<file path="config.mk">
export PLATFORM = sky130hd
export DESIGN_NAME = ltc_lru_chain
export DESIGN_NICKNAME = d
export VERILOG_FILES = /design/src/rtl/ltc_pkg.sv /design/src/rtl/ltc_lru_cell.sv /design/src/rtl/ltc_lru_chain.sv
export SDC_FILE = /design/constraint.sdc
export NUM_CORES = 1
export LEC_CHECK = 0
export CELL_PAD_IN_SITES_DETAIL_PLACEMENT = 1
export CELL_PAD_IN_SITES_GLOBAL_PLACEMENT = 2
export CORE_MARGIN = 2
export CORE_UTILIZATION = 40
export DETAILED_ROUTE_END_ITERATION = 16
export DONT_BUFFER_PORTS = 1
export GPL_TIMING_DRIVEN = 0
export PLACE_DENSITY = 0.8
export SLEW_MARGIN = 20
export SYNTH_ARGS = -nofsm -noshare
export SYNTH_HDL_FRONTEND = slang
export SYNTH_SLANG_ARGS = --single-unit
export TNS_END_PERCENT = 1
</file>
<file path="constraint.sdc">
create_clock -name clk -period 7.4 [get_ports clk]
set_clock_uncertainty 0.15 [all_clocks]
set_input_delay 0.74 -clock clk [delete_from_list [all_inputs] [get_ports clk]]
set_output_delay 0.74 -clock clk [all_outputs]
set_load 0.05 [all_outputs]
</file>
<file path="src/rtl/ltc_pkg.sv">
`timescale 1ns / 1ps
package ltc_pkg;
  localparam int TILE_EDGE_DEF = 256;
  localparam int MAX_SLOTS_DEF = 64;
  localparam int MAX_TILES_DEF = 16;
  localparam int TILE_COUNT = 256;

  localparam logic [1:0] FILL_HIT  = 2'd0;
  localparam logic [1:0] FILL_ZERO = 2'd1;
  localparam logic [1:0] FILL_LOAD = 2'd2;

  localparam logic [1:0] REG_WIDTH  = 2'd0;
  localparam logic [1:0] REG_HEIGHT = 2'd1;
  localparam logic [1:0] REG_BPP    = 2'd2;
  localparam logic [1:0] REG_LIMIT  = 2'd3;

  typedef enum logic [2:0] {
    ST_IDLE,
    ST_LOOK,
    ST_VICT,
    ST_UPD,
    ST_OUT
  } state_t;

  // Command to the LRU chain
  typedef struct packed {
    logic       touch;
    logic       append;
    logic [5:0] slot;
  } lru_cmd_t;
endpackage

</file>
<file path="src/rtl/ltc_lru_cell.sv">
`timescale 1ns / 1ps
// One position of the LRU order; position 0 is least recent
module ltc_lru_cell #(
  parameter int SW = 6
) (
  input  logic          clk,
  input  logic          rst,
  input  logic          touch,
  input  logic          append,
  input  logic [SW-1:0] tslot,
  input  logic          is_last,
  input  logic          prev_shift,
  input  logic [SW-1:0] right_slot,
  output logic          shift,
  output logic [SW-1:0] slot
);
  logic hit;
  assign hit = (slot == tslot);
  // shifting starts at the matching entry and runs to the tail
  assign shift = touch && (prev_shift || hit);

  always_ff @(posedge clk) begin
    if (append && is_last) begin
      slot <= tslot;
    end else if (shift) begin
      slot <= is_last ? tslot : right_slot;
    end
    if (rst) begin
      slot <= '0;
    end
  end
endmodule

</file>
<file path="src/rtl/ltc_lru_chain.sv">
`timescale 1ns / 1ps
// Row of LRU cells; count of used cells limits the shift region
module ltc_lru_chain #(
  parameter int MAX_SLOTS = ltc_pkg::MAX_SLOTS_DEF,
  parameter int SW = 6
) (
  input  logic             clk,
  input  logic             rst,
  input  ltc_pkg::lru_cmd_t cmd,
  input  logic [SW:0]      used,
  output logic [SW-1:0]    head
);
  logic [SW-1:0] slots [MAX_SLOTS];
  logic [MAX_SLOTS:0] sh;
  logic [SW:0] tail;

  assign sh[0] = 1'b0;
  // append writes the new tail; touch shifts up to the old tail
  assign tail = cmd.append ? used : used - 1'b1;

  for (genvar i = 0; i < MAX_SLOTS; i++) begin : g_cell
    logic [SW-1:0] rs;
    logic inr;
    assign inr = (i < used);
    if (i + 1 < MAX_SLOTS) begin : g_r
      assign rs = slots[i+1];
    end else begin : g_e
      assign rs = '0;
    end
    ltc_lru_cell #(.SW(SW)) u_cell (
      .clk(clk), .rst(rst),
      .touch(cmd.touch && inr && !cmd.append),
      .append(cmd.append),
      .tslot(cmd.slot),
      .is_last(tail == (SW+1)'(i)),
      .prev_shift(sh[i]),
      .right_slot(rs),
      .shift(sh[i+1]),
      .slot(slots[i])
    );
  end

  assign head = slots[0];
endmodule

</file>
==> results.md <==
- The fraction of final layout cells sized beyond drive strength 1 is 10.17%.
- STA puts the critical path data required time at a little under 8000 ps.
- The total clock sinks is 384.
- The global-route wire length before repair is 173.9 mm.
- From synthesis to final layout, the design area changed by 10.92%.
- The kind of end point of the critical path is a flip-flop.
- After clock tree synthesis, the flow added hold-fix buffers numbering 0.
- In this run the tightest slew margin relative to its limit is 14.83%.
- Registers take 0.007687 mm^2.
- The register with the most flip-flops in the final layout is g_cell.u_cell.slot.
- The synthesized netlist net count is between 3000 and 4000.
- The number of flip-flops in the largest register is 384.
- Traced cell by cell, the critical path runs through clkbuf_1, inv_1, ha_1, nor4b_1, nor2b_1, nor3_1, clkbuf_1, buf_1, nand4_1, o2bb2ai_1, clkbuf_1, nor2_1, a211oi_1.
- Summing internal, switching and leakage power gives around 5.4 mW.
- The total setup buffers inserted after CTS is 0.
- The total of fill cells in the finished design is between 7000 and 8000.
- The number of endpoints with negative hold slack in the final report is 0.
- The summed instance area of the synthesized netlist is 0.02499 mm^2.
- For this design the ratio of total power to cell area is 195.0 mW/mm^2.
- The average cell area after synthesis is 8.127 um^2.
- The fraction of the mapped netlist area in compound gates is roughly 22%.
- The initial antenna violation count came to 6.
- Dividing the detail-routed via count by the number of cells gives 6.216.
- In the final routed layout, each cell accounts on average for 30.09 um.
- Buffers placed on the I/O ports in this run total 0.
- Clock-pin slew was measured on the worst setup and hold paths at 60 ps.
- After layout, the minimum clock period comes to roughly 4700 ps.
- The sort of element at the start of the critical path is an input port.
- After Yosys synthesis, and, or, nand and nor cells account for roughly 18% of the synthesized area.
- The maximum number of buffers from clock root to sink is 3.
- Clock latency on the worst-skew pair, taken at its later pin, is 620 ps.
- Counting stages on the worst path, the most repeated cell is sky130_fd_sc_hd__clkbuf_1.
- Max-cap violations in this run came to 0.
- The run finished with clean final reports.
- The die area is 0.06449 mm^2.
- The violation count after the first detailed-route iteration is 2084.
- CTS built an H-tree with a depth of 2.
- TritonCTS built the clock tree.
- Setup repair after global routing left no endpoint under its margin.
- For this run, design rule violations remaining after detail routing come to 0.
- The final layout contains routed wiring with a total length of 120.5 mm.
- The main combinational cell family by area after synthesis is compound AO/OA/AOI/OAI gates.
- On the worst path, the slowest cell contributes a delay of 640 ps.
- The startpoint-to-endpoint class of the critical path is input port to flip-flop.
- Along the worst path, the maximum fanout reaches 10.
- The tightest min-delay check is of the flip-flop to flip-flop type.
- The number of slew-limit violations in the final report is 0.
- The floorplan row count is between 90 and 100.
- The top flip-flop cell by instance count after synthesis is sky130_fd_sc_hd__dfxtp_1.
- The total of cells resized after clock tree synthesis is 0.
- Detailed placement finished with a half-perimeter wire length of 89.03 mm.
- The largest net degree at the start of global routing is 13.
- The vertical die dimension is around 250 um.
- The number of top-level pins is 23.
- The synthesized netlist devotes less than 1% of its cell area to adder and majority cells.
- Of the synthesized area, sequential elements account for 30.76%.
- The synthesized-area fraction occupied by xor and xnor cells is about 14%.
- Across the VDD grid, the largest voltage drop is between 0.15 and 0.2 mV.
- Setup violations remaining at the end of the flow were counted as 0.
- The number of distinct library cells after synthesis is approximately 90.
- The net total in the final layout is 3147.
- The core area is roughly 0.062 mm^2.
- The minimum setup slack in the final design is 2651 ps.
- The data arrival time of the worst path is roughly 5100 ps.
- The count of synthesis-stage warnings from yosys is 0.
- For this run, the share of the core covered by cells in the final layout is between 40% and 50%.
- The global placer's final weighted congestion is roughly 0.97.
- Counting the buffers created by CTS gives 49.
- In this run the clock root is driven by a sky130_fd_sc_hd__clkbuf_16.
- Timing analysis after detailed placement gives a worst setup slack of roughly 2200 ps.
- The number of global-route vias before repair came to ~25000.
- The die is 254.0 um wide.
- The total vias in the final route is approximately 25000.
- Once the floorplan was initialized, standard cells occupied 40.50% of the core.
- For the final routed database, the setup TNS stands at 0 ps.
- Dividing the final minimum period by the clock period gives 64.18%.
- Across every metal layer, demand over resource in global routing totals 36.98%.
- The count of flip-flops with a built-in enable after synthesis is 0.
- The multi-input combinational cells in the finished layout cover a total of 0.01585 mm^2.
- The length of the first detailed-routing pass in iterations is 5.
- At the pin with the least slew margin, the transition time is 1278 ps.
- For this design the static power due to leakage is between 9 and 10 nW.
- The flip-flop and latch count after synthesis is 384.
- The critical path's slowest cell is sky130_fd_sc_hd__nor3_1.
- In the synthesized netlist the async set-or-reset flop fraction comes to 0%.
- The number of nets with antenna violations after routing is 0.
- In the final layout, the registers with the most flip-flops are g_cell.u_cell.slot (384).
- The maximum clock rate is approximately 210 MHz.
- The share of synthesized area spent on multiplexers is 9.803%.
- The total global routing overflow is 0.
- Synthesis produced 3075 cells.
-- worst max-delay path, delay by kind of cell --
kind	cells	cell delay (ps)
buffers and inverters	5	1740
and+or+nand+nor	5	1710
AOI/OAI and AO/OA	2	670
adders and majority gates	1	240
-- layer usage --
| layer | vias to the layer above | part of all wire (%) | global-route usage [%] |
|---|---|---|---|
| met5 | - | 0.024 | 0 |
| met4 | 4 | 6.0 | 19.38 |
| met3 | 322 | 6.3 | 6.197 |
| met2 | 904 | 46 | 61.22 |
| met1 | 12530 | 42 | 45.99 |
| li1 | 11130 | - | - |
-- area by class of cell --
| cell class | count | share of cell area, % |
|---|---|---|
| clock buffers | 77 | 5.498 |
| diodes | 1 | 0.009028 |
| inverters | 33 | 0.4469 |
| well taps | 837 | 3.778 |
| multi-input cells | 2388 | 57.17 |
| plain buffers | 270 | 4.970 |
| flip-flops and latches | 384 | 27.73 |
| clock inverters | 12 | 0.3295 |
| repair buffers | 2 | 0.06771 |
-- report_power, final --
| part | internal [mW] | leakage (nW) | switching (mW) |
|---|---|---|---|
| combinational | 0.219 | 5.98 | 0.570 |
| sequential | 2.11 | 3.10 | 0.0429 |
| clock | 1.44 | 0.803 | 1.03 |
-- logic make-up (layout without fill, tap and decap cells) --
| logic type | count (synthesis) | after routing |
|---|---|---|
| multiplexers | 235 | 235 |
| other | 0 | 1 |
| adder cells (fa/ha/maj) | 2 | 2 |
| AND/OR/NAND/NOR | 961 | 961 |
| AO/OA/AOI/OAI | 803 | 803 |
| flip-flops | 384 | 384 |
| XOR/XNOR | 387 | 387 |
| buffers and inverters | 303 | 394 |
-- cells in the mapped netlist, types with 51 or more instances --
master,n,area [um^2]
sky130_fd_sc_hd__a211oi_1,179,1344
sky130_fd_sc_hd__a21oi_1,197,986.0
sky130_fd_sc_hd__clkbuf_1,183,686.9
sky130_fd_sc_hd__dfxtp_1,384,7687
sky130_fd_sc_hd__mux2_2,78,878.3
sky130_fd_sc_hd__mux2i_1,157,1572
sky130_fd_sc_hd__nand2_1,191,716.9
sky130_fd_sc_hd__nand4_1,64,400.4
sky130_fd_sc_hd__nor2_1,444,1667
sky130_fd_sc_hd__nor2b_1,51,319.1
sky130_fd_sc_hd__nor3_1,77,385.4
sky130_fd_sc_hd__o21ai_0,146,730.7
sky130_fd_sc_hd__xnor2_1,164,1436
sky130_fd_sc_hd__xor2_1,222,1944
-- layout by cell type (no fill, tap or decap), types with 40 or more instances in the layout --
| cell | count |
|---|---|
| sky130_fd_sc_hd__buf_2 | 40 |
| sky130_fd_sc_hd__nand2_1 | 191 |
| sky130_fd_sc_hd__nor2_1 | 444 |
| sky130_fd_sc_hd__o311a_1 | 43 |
| sky130_fd_sc_hd__a21oi_1 | 197 |
| sky130_fd_sc_hd__mux2_2 | 78 |
| sky130_fd_sc_hd__xnor2_1 | 164 |
| sky130_fd_sc_hd__a311oi_1 | 42 |
| sky130_fd_sc_hd__o21ai_0 | 144 |
| sky130_fd_sc_hd__mux2i_1 | 157 |
| sky130_fd_sc_hd__a211oi_1 | 179 |
| sky130_fd_sc_hd__xor2_1 | 222 |
| sky130_fd_sc_hd__nand4_1 | 64 |
| sky130_fd_sc_hd__dfxtp_1 | 384 |
| sky130_fd_sc_hd__nor2b_1 | 51 |
| sky130_fd_sc_hd__clkbuf_16 | 51 |
| sky130_fd_sc_hd__nor3_1 | 77 |
| sky130_fd_sc_hd__clkbuf_1 | 178 |
-- through the flow --
stage               cells  cell area [um^2]  hold slack [ps]
floorplan            3075             24990            309.3
global placement     3912             26040            330.2
detailed placement   3913             26090            339.3
CTS                  4002             27700            348.4
global route         4003             27720            369.0
finish               4004             27720            340.5
-- path summary, 6_finish.rpt --
| kind | start | endpoint | slack (ps) | depth (start not counted) |
|---|---|---|---|---|
| worst max register to register | g_cell[0].u_cell.slot[4] | g_cell[50].u_cell.slot[2] | 2670 | 10 |
| worst min-delay path | g_cell[46].u_cell.slot[2] | g_cell[46].u_cell.slot[2] | 340 | 2 |
| worst min register to register | g_cell[46].u_cell.slot[2] | g_cell[46].u_cell.slot[2] | 340 | 2 |
| worst max-delay path | used[1] | g_cell[11].u_cell.slot[4] | 2650 | 13 |
Note: power is estimated with default switching activity, not from simulation.
